### config.mk
export PLATFORM = sky130hd
export DESIGN_NAME = base64_stream_decoder_unit
export DESIGN_NICKNAME = d
export VERILOG_FILES = /design/src/hdl/b64sd_pkg.sv /design/src/hdl/base64_stream_decoder_unit.sv
export SDC_FILE = /design/constraint.sdc
export NUM_CORES = 1
export LEC_CHECK = 0
export BUFFER_PORTS_ARGS = -buffer_cell sky130_fd_sc_hd__buf_2
export CORE_UTILIZATION = 35
export CTS_BUF_LIST = sky130_fd_sc_hd__clkbuf_8
export DETAILED_ROUTE_END_ITERATION = 10
export SLEW_MARGIN = 20
export SYNTH_ARGS = -nofsm -noshare
export SYNTH_HDL_FRONTEND = slang
export SYNTH_SLANG_ARGS = --single-unit
### constraint.sdc
create_clock -name i_clk -period 15.5 [get_ports i_clk]
set_clock_uncertainty 0.2 [all_clocks]
set_input_delay 1.55 -clock i_clk [delete_from_list [all_inputs] [get_ports i_clk]]
set_output_delay 1.55 -clock i_clk [all_outputs]
set_load 0.05 [all_outputs]
### src/hdl/b64sd_pkg.sv
// ---------------------------------------------------------------------------
// b64sd_pkg
// Shared types, codes and the character map for the base64 stream decoder.
// ---------------------------------------------------------------------------
`default_nettype none

package b64sd_pkg;

    // default width of the per-stream byte counter
    localparam int LENGTH_BITS_DEF = 32;

    // result queue: most results one character can cause, and queue depth
    localparam int MAX_RESULTS = 4;
    localparam int QUEUE_DEPTH = 8;

    // register indexes of the configuration port
    localparam logic CFG_ALPHABET_SELECT = 1'b0;
    localparam logic CFG_OUTPUT_CAPACITY = 1'b1;

    // special codes from the character map
    localparam logic [7:0] CODE_SKIP = 8'd253;
    localparam logic [7:0] CODE_PAD  = 8'd254;
    localparam logic [7:0] CODE_BAD  = 8'd255;

    // sextet values of the two alphabet-specific characters
    localparam logic [7:0] CODE_62 = 8'd62;
    localparam logic [7:0] CODE_63 = 8'd63;

    // status codes
    localparam logic [1:0] ST_OK       = 2'd0;
    localparam logic [1:0] ST_INVALID  = 2'd1;
    localparam logic [1:0] ST_OVERFLOW = 2'd2;

    // one result item
    typedef struct packed {
        logic [7:0]  data_byte;
        logic        is_status;
        logic [1:0]  status_code;
        logic [31:0] decoded_length;
        logic        end_of_run;
    } t_result;

    // map one character to a sextet value or a special code
    function automatic logic [7:0] map_char(input logic [7:0] ch, input logic url_safe);
        logic [7:0] code;
        code = CODE_BAD;
        if (ch >= 8'h41 && ch <= 8'h5A) begin
            code = ch - 8'h41;
        end else if (ch >= 8'h61 && ch <= 8'h7A) begin
            code = ch - 8'h61 + 8'd26;
        end else if (ch >= 8'h30 && ch <= 8'h39) begin
            code = ch - 8'h30 + 8'd52;
        end else if (ch == 8'h3D) begin
            code = CODE_PAD;
        end else if (ch == 8'h09 || ch == 8'h0A || ch == 8'h0D || ch == 8'h20) begin
            code = CODE_SKIP;
        end else if (url_safe) begin
            if (ch == 8'h2D) begin
                code = CODE_62;
            end else if (ch == 8'h5F) begin
                code = CODE_63;
            end
        end else begin
            if (ch == 8'h2B) begin
                code = CODE_62;
            end else if (ch == 8'h2F) begin
                code = CODE_63;
            end
        end
        return code;
    endfunction

endpackage

`default_nettype wire

### src/hdl/base64_stream_decoder_unit.sv
// ---------------------------------------------------------------------------
// base64_stream_decoder_unit
// Base64 decoder taking one encoded character per request, with a queue
// that hands out decoded bytes and one closing status per stream.
// ---------------------------------------------------------------------------
// Usage:
//   Input channel: i_valid / o_stall with i_char_code and i_last_char. A
//   request is taken when i_valid is high and o_stall is low.
//   Output channel: o_valid / i_stall with one result per transfer: a decoded
//   byte, or (o_is_status high) the status code and decoded length that
//   close the stream. o_end_of_run marks the last result of one character.
//   Each character is decoded in the cycle it is taken and its zero to four
//   results are written into an eight-entry result queue, whose head
//   drives the output combinationally.
//   Throughput: one character per cycle while the queue has room for four
//   results; unless stalled, the output drains one result per cycle, which
//   is the limit (about three bytes per four characters, plus one status
//   per stream). When the receiver stalls, the queue fills and o_stall
//   rises once fewer than four entries are free.
//   Reset (synchronous, active low) empties the queue, clears all stream
//   state and returns the registers to the standard alphabet and a full
//   capacity. Users must write registers via i_cfg_we while idle (unenforced).
// ---------------------------------------------------------------------------
`default_nettype none

module base64_stream_decoder_unit #(
    parameter int LENGTH_BITS = b64sd_pkg::LENGTH_BITS_DEF
) (
    input  wire logic        i_clk,
    input  wire logic        i_rst_n,
    // configuration
    input  wire logic        i_cfg_we,
    input  wire logic        i_cfg_index,
    input  wire logic [31:0] i_cfg_data,
    // character input
    input  wire logic        i_valid,
    output logic             o_stall,
    input  wire logic [7:0]  i_char_code,
    input  wire logic        i_last_char,
    // result output
    output logic             o_valid,
    input  wire logic        i_stall,
    output logic [7:0]       o_data_byte,
    output logic             o_is_status,
    output logic [1:0]       o_status_code,
    output logic [31:0]      o_decoded_length,
    output logic             o_end_of_run
);

    import b64sd_pkg::*;

    localparam int CW = ((LENGTH_BITS > 32) ? LENGTH_BITS : 32) + 1;
    localparam int PW = $clog2(QUEUE_DEPTH);
    localparam int NW = $clog2(MAX_RESULTS + 1);
    localparam int RW = $clog2(MAX_RESULTS);

    // registers
    logic                   r_alphabet_select;
    logic [31:0]            r_output_capacity;

    // stream state
    logic [17:0]            r_bit_acc,   n_bit_acc;
    logic [1:0]             r_sext_cnt,  n_sext_cnt;
    logic [1:0]             r_pad_cnt,   n_pad_cnt;
    logic [1:0]             r_raw_cnt,   n_raw_cnt;
    logic [LENGTH_BITS-1:0] r_bytes_out, n_bytes_out;
    logic [1:0]             r_error,     n_error;

    // result queue
    t_result                r_queue [QUEUE_DEPTH];
    logic [PW-1:0]          r_wr_ptr;
    logic [PW-1:0]          r_rd_ptr;
    logic [PW:0]            r_count;

    // results of the current character
    t_result                n_res [MAX_RESULTS];
    logic [NW-1:0]          n_res_cnt;

    logic                   in_accept;
    logic                   out_accept;

    assign o_stall    = (r_count > (PW+1)'(QUEUE_DEPTH - MAX_RESULTS));
    assign in_accept  = i_valid && !o_stall;
    assign o_valid    = (r_count != '0);
    assign out_accept = o_valid && !i_stall;

    // configuration registers
    always_ff @(posedge i_clk) begin
        if (!i_rst_n) begin
            r_alphabet_select <= 1'b0;
            r_output_capacity <= 32'hFFFF_FFFF;
        end else if (i_cfg_we) begin
            unique case (i_cfg_index)
                CFG_ALPHABET_SELECT: r_alphabet_select <= i_cfg_data[0];
                CFG_OUTPUT_CAPACITY: r_output_capacity <= i_cfg_data;
                default: ;
            endcase
        end
    end

    // decode one character into stream state and results
    always_comb begin
        logic [7:0]    code;
        logic [CW-1:0] lim;
        logic [CW-1:0] len_max;
        logic [CW-1:0] cap_ext;
        logic [CW-1:0] bytes_ext;
        logic [23:0]   group;
        logic [NW-1:0] cnt;
        t_result       blank;

        blank       = '0;
        n_bit_acc   = r_bit_acc;
        n_sext_cnt  = r_sext_cnt;
        n_pad_cnt   = r_pad_cnt;
        n_raw_cnt   = r_raw_cnt + 2'd1;
        n_bytes_out = r_bytes_out;
        n_error     = r_error;
        cnt         = '0;
        for (int k = 0; k < MAX_RESULTS; k++) begin
            n_res[k] = blank;
        end

        code      = map_char(i_char_code, r_alphabet_select);
        len_max   = CW'({LENGTH_BITS{1'b1}});
        cap_ext   = CW'(r_output_capacity);
        lim       = (cap_ext < len_max) ? cap_ext : len_max;
        group     = {r_bit_acc, code[5:0]};
        bytes_ext = CW'(r_bytes_out);

        // character step
        if (r_error == ST_OK) begin
            if (code == CODE_PAD) begin
                if (r_pad_cnt != 2'd3) begin
                    n_pad_cnt = r_pad_cnt + 2'd1;
                end
            end else if (code == CODE_SKIP) begin
                n_pad_cnt = r_pad_cnt;
            end else if (code == CODE_BAD || r_pad_cnt != 2'd0) begin
                n_error = ST_INVALID;
            end else if (r_sext_cnt == 2'd3) begin
                if (bytes_ext + CW'(3) > lim) begin
                    n_error = ST_OVERFLOW;
                end else begin
                    n_res[0].data_byte = group[23:16];
                    n_res[1].data_byte = group[15:8];
                    n_res[2].data_byte = group[7:0];
                    cnt                = NW'(3);
                    n_bytes_out        = r_bytes_out + LENGTH_BITS'(3);
                end
                n_bit_acc  = '0;
                n_sext_cnt = '0;
            end else begin
                n_bit_acc  = {r_bit_acc[11:0], code[5:0]};
                n_sext_cnt = r_sext_cnt + 2'd1;
            end
        end

        // end of stream: partial group, padding check, status
        if (i_last_char) begin
            bytes_ext = CW'(n_bytes_out);
            if (n_error == ST_OK && n_sext_cnt != 2'd0) begin
                if (n_sext_cnt == 2'd1) begin
                    n_error = ST_INVALID;
                end else if (bytes_ext + CW'(n_sext_cnt - 2'd1) > lim) begin
                    n_error = ST_OVERFLOW;
                end else if (n_sext_cnt == 2'd2) begin
                    n_res[cnt[RW-1:0]].data_byte = n_bit_acc[11:4];
                    cnt                          = cnt + NW'(1);
                    n_bytes_out                  = n_bytes_out + LENGTH_BITS'(1);
                end else begin
                    n_res[cnt[RW-1:0]].data_byte = n_bit_acc[17:10];
                    cnt                          = cnt + NW'(1);
                    n_res[cnt[RW-1:0]].data_byte = n_bit_acc[9:2];
                    cnt                          = cnt + NW'(1);
                    n_bytes_out                  = n_bytes_out + LENGTH_BITS'(2);
                end
            end
            if (n_error == ST_OK &&
                (n_pad_cnt > 2'd2 || (n_pad_cnt != 2'd0 && n_raw_cnt != 2'd0))) begin
                n_error = ST_INVALID;
            end
            bytes_ext                         = CW'(n_bytes_out);
            n_res[cnt[RW-1:0]].is_status      = 1'b1;
            n_res[cnt[RW-1:0]].status_code    = n_error;
            n_res[cnt[RW-1:0]].decoded_length = bytes_ext[31:0];
            cnt                               = cnt + NW'(1);
            // stream closed
            n_bit_acc   = '0;
            n_sext_cnt  = '0;
            n_pad_cnt   = '0;
            n_raw_cnt   = '0;
            n_bytes_out = '0;
            n_error     = ST_OK;
        end

        // mark the last result of this character
        if (cnt != '0) begin
            n_res[RW'(cnt - NW'(1))].end_of_run = 1'b1;
        end
        n_res_cnt = cnt;
    end

    // stream state registers
    always_ff @(posedge i_clk) begin
        if (!i_rst_n) begin
            r_bit_acc   <= '0;
            r_sext_cnt  <= '0;
            r_pad_cnt   <= '0;
            r_raw_cnt   <= '0;
            r_bytes_out <= '0;
            r_error     <= ST_OK;
        end else if (in_accept) begin
            r_bit_acc   <= n_bit_acc;
            r_sext_cnt  <= n_sext_cnt;
            r_pad_cnt   <= n_pad_cnt;
            r_raw_cnt   <= n_raw_cnt;
            r_bytes_out <= n_bytes_out;
            r_error     <= n_error;
        end
    end

    // result queue pointers and fill count
    always_ff @(posedge i_clk) begin
        if (!i_rst_n) begin
            r_wr_ptr <= '0;
            r_rd_ptr <= '0;
            r_count  <= '0;
        end else begin
            if (in_accept) begin
                r_wr_ptr <= r_wr_ptr + PW'(n_res_cnt);
            end
            if (out_accept) begin
                r_rd_ptr <= r_rd_ptr + PW'(1);
            end
            r_count <= r_count + ((in_accept) ? (PW+1)'(n_res_cnt) : '0)
                               - ((out_accept) ? (PW+1)'(1) : '0);
        end
    end

    // result queue entries
    always_ff @(posedge i_clk) begin
        if (in_accept) begin
            for (int k = 0; k < MAX_RESULTS; k++) begin
                if (NW'(k) < n_res_cnt) begin
                    r_queue[r_wr_ptr + PW'(k)] <= n_res[k];
                end
            end
        end
    end

    // head of queue drives the output
    assign o_data_byte      = r_queue[r_rd_ptr].data_byte;
    assign o_is_status      = r_queue[r_rd_ptr].is_status;
    assign o_status_code    = r_queue[r_rd_ptr].status_code;
    assign o_decoded_length = r_queue[r_rd_ptr].decoded_length;
    assign o_end_of_run     = r_queue[r_rd_ptr].end_of_run;

endmodule

`default_nettype wire
After elaboration in Yosys (flattened, before gate mapping)

Memories as Yosys holds them, arrays and structs flattened. A register that Yosys moved wholly into a read port is not among the register bits.
Index checks and enable logic that the tools add are counted.

Memory bits (writable): 352
Register bits: 101
Memories kept: 1
Logic and storage cells: 242
Output and inout bits: 46

Memories:

| name    | depth | width | read ports | clocked after Yosys merged registers in | write ports | RTL line                         | RTL |
|---|---|---|---|---|---|---|---|
| r_queue | 8     | 44    | 1          | 1                                       | 4           | base64_stream_decoder_unit.sv:70 | `t_result r_queue [QUEUE_DEPTH];` |

$add $sub $neg: 25
Bitwise gates (word level): 5
Reduce and logical (&&, ||, !) cells: 32
Equal/unequal tests: 19
$lt $le $gt $ge: 23
Mux-type cells: 125

Operators with widths:

| operator                                                                            | number |
|---|---|
| 176-bit bitwise mux                                                                 | 7 |
| 176-bit 2-to-1 mux                                                                  | 7 |
| 44-bit demux with 2-bit select                                                      | 6 |
| 32-bit 2-to-1 mux                                                                   | 13 |
| 8-bit 2-to-1 mux                                                                    | 28 |
| 18-bit 2-to-1 mux                                                                   | 6 |
| 44-bit 2-to-1 mux                                                                   | 2 |
| 33-bit by 32-bit > comparator with 1-bit output                                     | 2 |
| 32-bit by 2-bit adder with 32-bit output, second input constant                     | 2 |
| 2-bit 2-to-1 mux                                                                    | 30 |
| 8-bit by 6-bit equality test with 1-bit output, second input constant               | 5 |
| 36-bit 2-to-1 mux                                                                   | 1 |
| 35-bit 2-to-1 mux                                                                   | 1 |
| 32-bit by 2-bit adder with 33-bit output, second input constant                     | 1 |
| 32-bit by 33-bit adder with 33-bit output                                           | 1 |
| 33-bit 2-to-1 mux                                                                   | 1 |
| 32-bit by 1-bit adder with 32-bit output, second input constant                     | 1 |
| 32-bit less-than comparator, second input constant                                  | 1 |
| 3-bit 2-to-1 mux                                                                    | 9 |
| 8-bit by 4-bit equality test with 1-bit output, second input constant               | 3 |
| 8-bit equality test, second input constant                                          | 3 |
| 8-bit by 7-bit greater-or-equal comparator with 1-bit output, second input constant | 2 |
| 8-bit by 7-bit <= comparator with 1-bit output, second input constant               | 2 |
| 8-bit by 7-bit subtractor with 8-bit output, second input constant                  | 2 |
| other kinds (35)                                                                    | 93 |

Logic depth before layout (Yosys ltp)

Gate-level depths: netlist of the first run.

Depth in word-level cells: 33
Mapped depth: 59
Mapped depth without buffers: 53

Worst setup path before layout of the first run

Ideal clock, no wire load.

Kind: input -> register
Start point: in i_char_code[1]
End point: mem r_queue[0][0] (netlist name) (enable)
Stages on the path: 45
Arrival: 13.936 ns
Buffers on the path: 6
Setup time: 0.506 ns
Slack: 0.858 ns
Data required time: 14.794 ns
Cells stage by stage: buf_2 inv_1 ha_1 buf_2 nand4bb_1 nand3_1 or2_2 clkbuf_1 a31o_2 a21oi_1 clkbuf_1 mux2i_1 ha_1 ha_1 and3_1 a221oi_1 o21ai_0 o21ai_0 (+9 left out) a21o_1 a21o_1 nor4_1 nand3_1 o211ai_1 nand4_1 nor3_4 clkbuf_1 nand2_1 o21ai_0 ha_1 clkbuf_1 inv_1 a21oi_1 o32ai_1 a21oi_1 nand2_1 o21ai_0

RTL lines:

| element            | RTL line                         | RTL |
|---|---|---|
| start: declaration | base64_stream_decoder_unit.sv:38 | `input wire logic [7:0] i_char_code,` |
| end: declaration   | base64_stream_decoder_unit.sv:70 |  |

==> flow_summary.ini, run 1 <==
[layout]
final.fill_count = 8041
fin_nets = 3064
syn_to_final_growth_pct = 11.3
register_area_um2 = 12700
drive_above_1_share_pct = 16.7
multi_input_area_um2 = 15200
postLayoutCellArea_um2 = 32200

[critical_path]
cp_data_arrival_time_ns = 14.60
critPathMaxFanout = 23
slowest_stage = a22o_1
worst_r2r_endpoint = r_queue[1][5]$_DFFE_PP_
crit_type = reg -> reg
crit_path_start_kind = register
cp.required_ns = 15.72
crit-reg2reg-launch = r_bytes_out[0]$_SDFFE_PN0P_
r2r_slack_ns = 1.12
cp-end-kind = register
crit_path_frequent_cell = ha_1
max_stage_delay_ns = 0.71
worstRegToRegCells = 51

[place]
place_congestion = 0.950
dp_hpwl_um = 59100
pre_cts_ws_ns = 0.684
port-buffer-count = 92
place_area_um2 = 30500

[yosys]
ys_seq_area_share_pct = 43.8
synth-seq-cells = 456
synthTopCellsByCount = nor2_1 (438), edfxtp_1 (352), nand2_1 (216)
avgSynthCellArea_um2 = 10.2
yosysMostFrequentCell = nor2_1
synth_top_area_share_pct = 36.6
synth.distinct_cells = 96
syn_inst = 2830
synth_flop_cell = edfxtp_1
netlist_area_um2 = 28900
syn-num-nets = 3005
synth-edff-count = 352
synth_top_area_cell = edfxtp_1
async_reset_ff_share_pct = 0
synth_area_leaders = edfxtp_1 (37%), dfxtp_1 (7.2%), mux4_2 (6.9%)
synth_warnings = 0

[cts]
cts-root-buf = clkbuf_8
holdBufCountCts = 0
clockBufferDepth = 3
h-tree-depth = 3
clk_pin_slew_ns = 0.06
clock_latency_ns = 0.74
cts_buffers = 80
cts.sinks = 456
cts_tree = built

[min_path]
hold_path_class = reg -> reg
hold_end = r_raw_cnt[1]$_SDFFE_PN0P_
hold_path_depth = 2
timing.hold.worst.start = r_raw_cnt[1]$_SDFFE_PN0P_

[routing]
num_vias = 22500
vias_per_cell = 5.59
wire_per_inst_um = 21.4
dr.first_iter.drc_count = 2219
drt-total-wl_um = 86200
drc = 0
dr.pass1.iters = 6
antenna_left = 0

[global_route]
top_usage_layer = met2
grt_antenna_before_repair = 4
grt_start_max_net_pins = 101
grt_use_met1_pct = 29.3
gr-usage-met3_pct = 3.80
gr-total-overflow = 0
grt_pass1_wl_um = 132000
grt_use_total_pct = 20.4
grt_use_met2_pct = 31.5
grt_pass1_vias = 21600

[timing]
setup_viol = 0
slew_viol_final = 0
grt_setup_unrepaired = false
fmax_mhz = 69.5
hold_viol = 0
worst_pin_slew_ns = 1.07
fin_crit_ns = 14.38
max-slew-margin-rel_pct = 28.4
fin_crit_sh_pct = 92.8
finalWorstSetupSlack_ns = 1.12
tns_ns = 0

[floorplanning]
io_pins = 93
placeableCoreArea_um2 = 82000
num_rows = 105
die_w_um = 289
initial_core_util_pct = 35.3
die_h_um = 289
dieArea_um2 = 83800

[power_and_ir_drop]
irDropWorstVdd_v = 0.0000890
p_total_w = 0.00370
p_per_area_nw_per_um2 = 115
power_leakage_nw = 12.3

[flow_run]
drv_cap = 0

[outcome]
status = finished, final reports clean
## worst max-delay path by stage
stage | to | start | depth (start not counted)
global route | r_queue[7][4]$_DFFE_PP_ | r_bytes_out[0]$_SDFFE_PN0P_ | 56
floorplan | r_queue[0][0]$_DFFE_PP_ | i_char_code[1] | 45
detailed placement | r_queue[7][15]$_DFFE_PP_ | r_bytes_out[0]$_SDFFE_PN0P_ | 55
finish | r_queue[1][5]$_DFFE_PP_ | r_bytes_out[0]$_SDFFE_PN0P_ | 51
global placement | r_queue[7][15]$_DFFE_PP_ | r_bytes_out[0]$_SDFFE_PN0P_ | 55
CTS | r_queue[7][11]$_DFFE_PP_ | r_bytes_out[0]$_SDFFE_PN0P_ | 55
## per-layer routing
metal / vias to the layer above / part of all wire [%] / routed length (um)
li1: 10600 / - / -
met1: 10900 / 46 / 39400
met2: 896 / 45 / 38700
met3: 107 / 7.5 / 6490
met4: 2 / 1.9 / 1600
met5: - / 0.015 / 13
## registers in the layout, summed over array words and instances, names as in the netlist, named ones only
register           count
r_queue              352
r_bytes_out           32
r_output_capacity     32
r_bit_acc             18
r_count                4
r_rd_ptr               3
r_wr_ptr               3
r_error                2
r_pad_cnt              2
r_raw_cnt              2
r_sext_cnt             2
r_alphabet_select      1
## placed cells by master, fill, tap and decap left out, drive strengths merged, types with 50 or more instances in the layout
cell,synthesis,routed
nor3,55,55
buf,75,161
edfxtp,352,352
mux2,68,68
dfxtp,104,104
mux4,88,88
xnor2,75,75
nor2b,52,52
mux2i,115,115
o21ai,93,94
ha,125,125
clkbuf,110,83
o211ai,50,50
inv,102,132
a21oi,128,128
nand3,63,63
nand2,216,216
nor2,442,442
## worst max-delay path: cells and delay by family, from the launching register on
family          cells  cell delay, ns
compound gates     23            5.91
flops               1            0.48
fa+ha+maj           5            1.74
xor+xnor            3            0.91
mux                 1            0.71
simple gates       14            2.88
buf+inv             5            1.23
## cells by family (layout without fill, tap and decap cells)
logic type | Yosys count | in the layout | share of synthesized area, %
DFF | 456 | 456 | 43.8
xor gates and xnor gates | 110 | 110 | 3.33
and+or+nand+nor | 1059 | 1059 | 17.5
buffers and inverters | 287 | 407 | 4.03
adders and majority gates | 129 | 129 | 5.65
muxes | 271 | 271 | 13.5
other | 0 | 2 | 0
AOI/OAI and AO/OA | 518 | 519 | 12.2
## cell type report
cell class                 instances  area share [%]
sequential                       456            39.3
inverter                         102            1.19
multi-input combinational       2088            47.3
clock inverter                    61            1.36
clock buffer                      83            3.55
antenna                            2          0.0155
tap                             1070            4.16
timing repair buffer             161            3.09
## per-stage QoR
stage                     util [%]  cells  hold slack (ns)
after floorplan                  -   2830            0.267
after global placement        37.2   3872            0.292
after detailed placement      37.3   3872            0.304
after CTS                     39.2   4016            0.315
after global routing          39.3   4022            0.359
final                         39.3   4023            0.308
## repair_timing
action,4_1_cts,5_1_grt
gates resized for setup,0,4
setup endpoints to repair,0,357
buffers inserted,0,3
## where the power goes
| part | internal, W | total (W) | switching, W |
|---|---|---|---|
| Sequential | 0.00137 | 0.00144 | 0.0000666 |
| Clock | 0.000562 | 0.00111 | 0.000543 |
| Combinational | 0.000407 | 0.00115 | 0.000743 |
No activity file was read; power rests on OpenSTA's default activity.
==> run 2, diff against run 1 <==
--- a/config.mk
+++ b/config.mk
@@ -9,6 +9,8 @@
 export CORE_UTILIZATION = 35
 export CTS_BUF_LIST = sky130_fd_sc_hd__clkbuf_8
 export DETAILED_ROUTE_END_ITERATION = 10
+export MAX_ROUTING_LAYER = met4
+export PLACE_DENSITY = 0.53
 export SLEW_MARGIN = 20
 export SYNTH_ARGS = -nofsm -noshare
 export SYNTH_HDL_FRONTEND = slang
==> flow_summary.ini, run 2 (synthesis gave the netlist of run 1 again) <==
[floorplanning]
dieArea_um2 = 83800
die_w_um = 289
placeableCoreArea_um2 = 82000
die_h_um = 289
io_pins = 93
num_rows = 105
initial_core_util_pct = 35.3

[critical_path]
cp-end-kind = register
cpLargestDelayFamily = simple AND/OR/NAND/NOR gates
cp_data_arrival_time_ns = 14.46
cp.required_ns = 15.62
crit_type = reg -> reg
crit_path_start_kind = register
crit_path_frequent_cell = ha_1
max_stage_delay_ns = 0.58
critPathMaxFanout = 35
startpoint = r_bytes_out[0]$_SDFFE_PN0P_
crit-reg2reg-launch = r_bytes_out[0]$_SDFFE_PN0P_
slowest_stage = xnor2_1
r2r_slack_ns = 1.16
crit_buf_inv = 6

[cts]
cts.sinks = 456
clockBufferDepth = 3
cts-root-buf = clkbuf_8
clk_pin_slew_ns = 0.06
cts_tree = built
clock_latency_ns = 0.73
h-tree-depth = 3
cts_buffers = 84

[global_route]
grt_pass1_wl_um = 139000
grt_antenna_before_repair = 1
grt_pass1_vias = 22500
grt_use_met2_pct = 34.5
grt_use_total_pct = 22.4
top_usage_layer = met2
grt_use_met1_pct = 31.1
grt_start_max_net_pins = 101
gr-usage-met3_pct = 2.94
gr-total-overflow = 0

[timing]
whs_ns = 0.322
slew_viol_final = 0
hold_viol = 0
finalWorstSetupSlack_ns = 1.16
fin_crit_sh_pct = 92.5
tns_ns = 0
fmax_mhz = 69.7
fin_crit_ns = 14.34
worst_pin_slew_ns = 1.06
max-slew-margin-rel_pct = 28.6
grt_setup_unrepaired = false
setup_viol = 0

[layout]
drive_above_1_share_pct = 16.9
postLayoutCellArea_um2 = 32400
regMostFlops = r_queue
mostFrequentLayoutCell = nor2_1
syn_to_final_growth_pct = 11.9
top_regs = r_queue (352), r_bytes_out (32), r_output_capacity (32)
final_cell_mix = nor2_1 (436), edfxtp_1 (352), nand2_1 (214), inv_1 (129), ha_1 (125)
fin_nets = 3080
largest_reg_flops = 352

[routing]
dr.first_iter.drc_count = 1895
wire_per_inst_um = 22.6
drt-total-wl_um = 91400
drc = 0
dr.pass1.iters = 5
num_vias = 22700
antenna_left = 0
vias_per_cell = 5.62

[place]
dp_hpwl_um = 62800
place_congestion = 0.929
port-buffer-count = 92
place_area_um2 = 30700
pre_cts_ws_ns = 0.545

[min_path]
timing.hold.worst.start = r_pad_cnt[1]$_SDFFE_PN0P_
hold_path_class = reg -> reg

[flow_run]
drv_cap = 0

[power_and_ir_drop]
irDropWorstVdd_v = 0.0000688
power_leakage_nw = 12.4
p_total_w = 0.00375
p_per_area_nw_per_um2 = 116

[outcome]
status = finished, final reports clean
run 2: cell count changes in the layout (fill, tap and decap cells not counted), sizes merged:
cell / before / now
clkinv: 26 / 29
buf: 161 / 174
bufinv: 3 / 4
clkinvlp: 2 / 1
o21ai: 94 / 93
inv: 132 / 137
clkbuf: 83 / 85
diode: 2 / 1
run 2: layer usage:
layer  part of all wire [%]  vias to the layer above
met5                      0                        -
met4                    1.8                        0
met3                    5.4                      121
met2                     46                      745
met1                     47                    11300
li1                       -                    10600
run 2: worst min-delay path, delay by kind of cell (launching register included):
family                 cells  cell delay [ns]
DFF                        1             0.32
AOI/OAI and AO/OA          1             0.06
buffers and inverters      1             0.09
run 2: worst paths after layout:
kind	end	depth (start not counted)
setup / recovery	r_queue[0][2]$_DFFE_PP_	52
hold / removal	r_pad_cnt[1]$_SDFFE_PN0P_	2
setup reg to reg	r_queue[0][2]$_DFFE_PP_	52
hold reg to reg	r_pad_cnt[1]$_SDFFE_PN0P_	2
run 2: stage by stage:
step	std cells	utilization [%]
after floorplan	2830	-
after global placement	3887	37.4
after detailed placement	3887	37.4
after CTS	4041	39.4
after global routing	4044	39.5
final	4044	39.5
run 2: power breakdown:
group	leakage (nW)	switching (W)	total, W	internal, W
Clock	0.938	0.000547	0.00114	0.000591
Sequential	4.08	0.0000481	0.00142	0.00137
Combinational	7.42	0.000775	0.00119	0.000413
Total	12.4	0.00137	0.00375	0.00238
run 2: area by class of cell:
| type | instances | area, um^2 |
|---|---|---|
| Clock inverter | 69 | 465 |
| Timing Repair Buffer | 174 | 1110 |
| Clock buffer | 85 | 1170 |
| Tap cell | 1070 | 1340 |
| Multi-Input combinational cell | 2087 | 15200 |
| Antenna cell | 1 | 2.50 |
| Fill cell | 8110 | 49600 |
| Sequential cell | 456 | 12700 |
| Inverter | 102 | 383 |
run 2: what timing repair did:
action | in CTS | in global routing
hold buffers | 0 | 0
setup buffers | 0 | 2
resized for setup | 0 | 8
endpoints found under the setup margin | 0 | 580
==> run 3, diff against run 2 <==
--- a/config.mk
+++ b/config.mk
@@ -10,7 +10,7 @@
 export CTS_BUF_LIST = sky130_fd_sc_hd__clkbuf_8
 export DETAILED_ROUTE_END_ITERATION = 10
 export MAX_ROUTING_LAYER = met4
-export PLACE_DENSITY = 0.53
+export PLACE_DENSITY = 0.51
 export SLEW_MARGIN = 20
 export SYNTH_ARGS = -nofsm -noshare
 export SYNTH_HDL_FRONTEND = slang
==> constraint.sdc (replaced) <==
create_clock -name i_clk -period 16.1 [get_ports i_clk]
set_clock_uncertainty 0.2 [all_clocks]
set_input_delay 1.61 -clock i_clk [delete_from_list [all_inputs] [get_ports i_clk]]
set_output_delay 1.61 -clock i_clk [all_outputs]
set_load 0.05 [all_outputs]
==> flow_summary.ini, run 3 (synthesis gave the netlist of run 1 again) <==
[critical_path]
max_stage_delay_ns = 0.66
r2r_slack_ns = 1.01
crit_end = r_queue[1][10]$_DFFE_PP_
critPathMaxFanout = 24
cp_data_arrival_time_ns = 15.22
cp-end-kind = register
cp.required_ns = 16.23
worstRegToRegCells = 52
worst_r2r_endpoint = r_queue[1][10]$_DFFE_PP_
startpoint = r_bytes_out[0]$_SDFFE_PN0P_
crit-reg2reg-launch = r_bytes_out[0]$_SDFFE_PN0P_
crit_type = reg -> reg
crit_path_start_kind = register
slowest_stage = nor3_2

[timing]
fin_crit_sh_pct = 93.7
grt_setup_unrepaired = false
whs_ns = 0.327
fin_crit_ns = 15.09
setup_viol = 0
hold_viol = 0
fmax_mhz = 66.3
worst_pin_slew_ns = 1.14
tns_ns = 0
max-slew-margin-rel_pct = 23.7
slew_viol_final = 0

[cts]
cts.sinks = 456
cts-root-buf = clkbuf_8
h-tree-depth = 3
cts_tree = built
holdBufCountCts = 0
cts_buffers = 85
clk_pin_slew_ns = 0.06
clockBufferDepth = 3
clock_latency_ns = 0.70

[outcome]
status = finished, final reports clean

[routing]
antenna_left = 0
dr.pass1.iters = 6
vias_per_cell = 5.66
drc = 0
drt-total-wl_um = 93500
num_vias = 22900
wire_per_inst_um = 23.1
dr.first_iter.drc_count = 2118

[global_route]
grt_pass1_vias = 22700
grt_antenna_before_repair = 1
grt_start_max_net_pins = 101
grt_use_total_pct = 22.9
grt_pass1_wl_um = 141000
gr-total-overflow = 0

[layout]
mostFrequentLayoutCell = nor2_1
multi_input_area_um2 = 15200
drive_above_1_share_pct = 17.0
top_regs = r_queue (352), r_bytes_out (32), r_output_capacity (32)
register_area_um2 = 12700
largest_reg_flops = 352
postLayoutCellArea_um2 = 32300
syn_to_final_growth_pct = 11.7
final_cell_mix = nor2_1 (437), edfxtp_1 (352), nand2_1 (214), ha_1 (125), a21oi_1 (124)
fin_nets = 3076
final.fill_count = 8138
regMostFlops = r_queue

[power_and_ir_drop]
swShare_pct = 36.9
internal_power_w = 0.00228
seq_power_share_pct = 37.7
p_switching_w = 0.00133
clockPowerShare_pct = 30.2
power_leakage_nw = 12.4
irDropWorstVdd_v = 0.0000755
p_per_area_nw_per_um2 = 112
p_total_w = 0.00361
combPwrFrac_pct = 32.1

[flow_run]
drv_cap = 0

[floorplanning]
num_rows = 105
dieArea_um2 = 83800
placeableCoreArea_um2 = 82000
initial_core_util_pct = 35.3
io_pins = 93
die_h_um = 289
die_w_um = 289

[min_path]
hold_path_depth = 2
hold_path_class = reg -> reg

[place]
place_congestion = 0.948
port-buffer-count = 92
place_area_um2 = 30600
dp_hpwl_um = 64300
## run 3: stage by stage
stage | std cells | setup WS, ns | utilization (%)
6_report | 4044 | 1.01 | 39.4
5_1_grt | 4043 | 0.0386 | 39.4
2_1_floorplan | 2830 | 1.40 | -
4_1_cts | 4032 | 0.593 | 39.3
3_3_place_gp | 3875 | 0.523 | 37.3
3_5_place_dp | 3876 | 0.608 | 37.3
## run 3: critical path, delay by kind of cell (launching register included)
family | cells | cell delay, ns
AO/OA/AOI/OAI | 20 | 4.49
flip-flops | 1 | 0.52
buffers and inverters | 5 | 1.31
XOR/XNOR | 3 | 1.13
adder cells (fa/ha/maj) | 5 | 1.75
AND/OR/NAND/NOR | 19 | 5.27
## run 3: how the worst min path moves through the flow
stage | startpoint | to | slack, ns
CTS | r_raw_cnt[1]$_SDFFE_PN0P_ | r_raw_cnt[1]$_SDFFE_PN0P_ | 0.33
detailed placement | r_pad_cnt[1]$_SDFFE_PN0P_ | r_pad_cnt[1]$_SDFFE_PN0P_ | 0.33
finish | r_raw_cnt[1]$_SDFFE_PN0P_ | r_raw_cnt[1]$_SDFFE_PN0P_ | 0.33
global placement | r_raw_cnt[1]$_SDFFE_PN0P_ | r_raw_cnt[1]$_SDFFE_PN0P_ | 0.29
floorplan | r_output_capacity[0]$_SDFFE_PN1P_ | r_output_capacity[0]$_SDFFE_PN1P_ | 0.27
global route | r_raw_cnt[1]$_SDFFE_PN0P_ | r_raw_cnt[1]$_SDFFE_PN0P_ | 0.35
## run 3: power groups by stage
stage / clock network [W] / registers [W] / logic [W]
2_1_floorplan: 0 / 0.00136 / 0.000853
3_3_place_gp: 0 / 0.00138 / 0.00115
3_5_place_dp: 0 / 0.00139 / 0.00116
4_1_cts: 0.00112 / 0.00136 / 0.00116
5_1_grt: 0.00117 / 0.00137 / 0.00124
6_report: 0.00109 / 0.00136 / 0.00116
## run 3: final cells by class
class                   count  area share [%]
diodes                      4          0.0310
clock buffers              89            3.79
clock inverters            67            1.23
inverters                 102            1.19
multi-input cells        2088            47.2
flip-flops and latches    456            39.2
well taps                1070            4.14
repair buffers            168            3.25
## run 3: repair_timing
item | in CTS | in global routing
endpoints found under the hold margin | 0 | 0
setup endpoints to repair | 0 | 508
buffers inserted | 0 | 6
resized for setup | 0 | 3
## run 3: routing by layer
| metal | vias up | global-route usage [%] | part of all wire (%) |
|---|---|---|---|
| met5 | - | - | 0 |
| met4 | 0 | 6.38 | 2.5 |
| met3 | 140 | 3.46 | 5.7 |
| met2 | 790 | 35.4 | 46 |
| met1 | 11400 | 31.0 | 46 |
| li1 | 10600 | - | - |
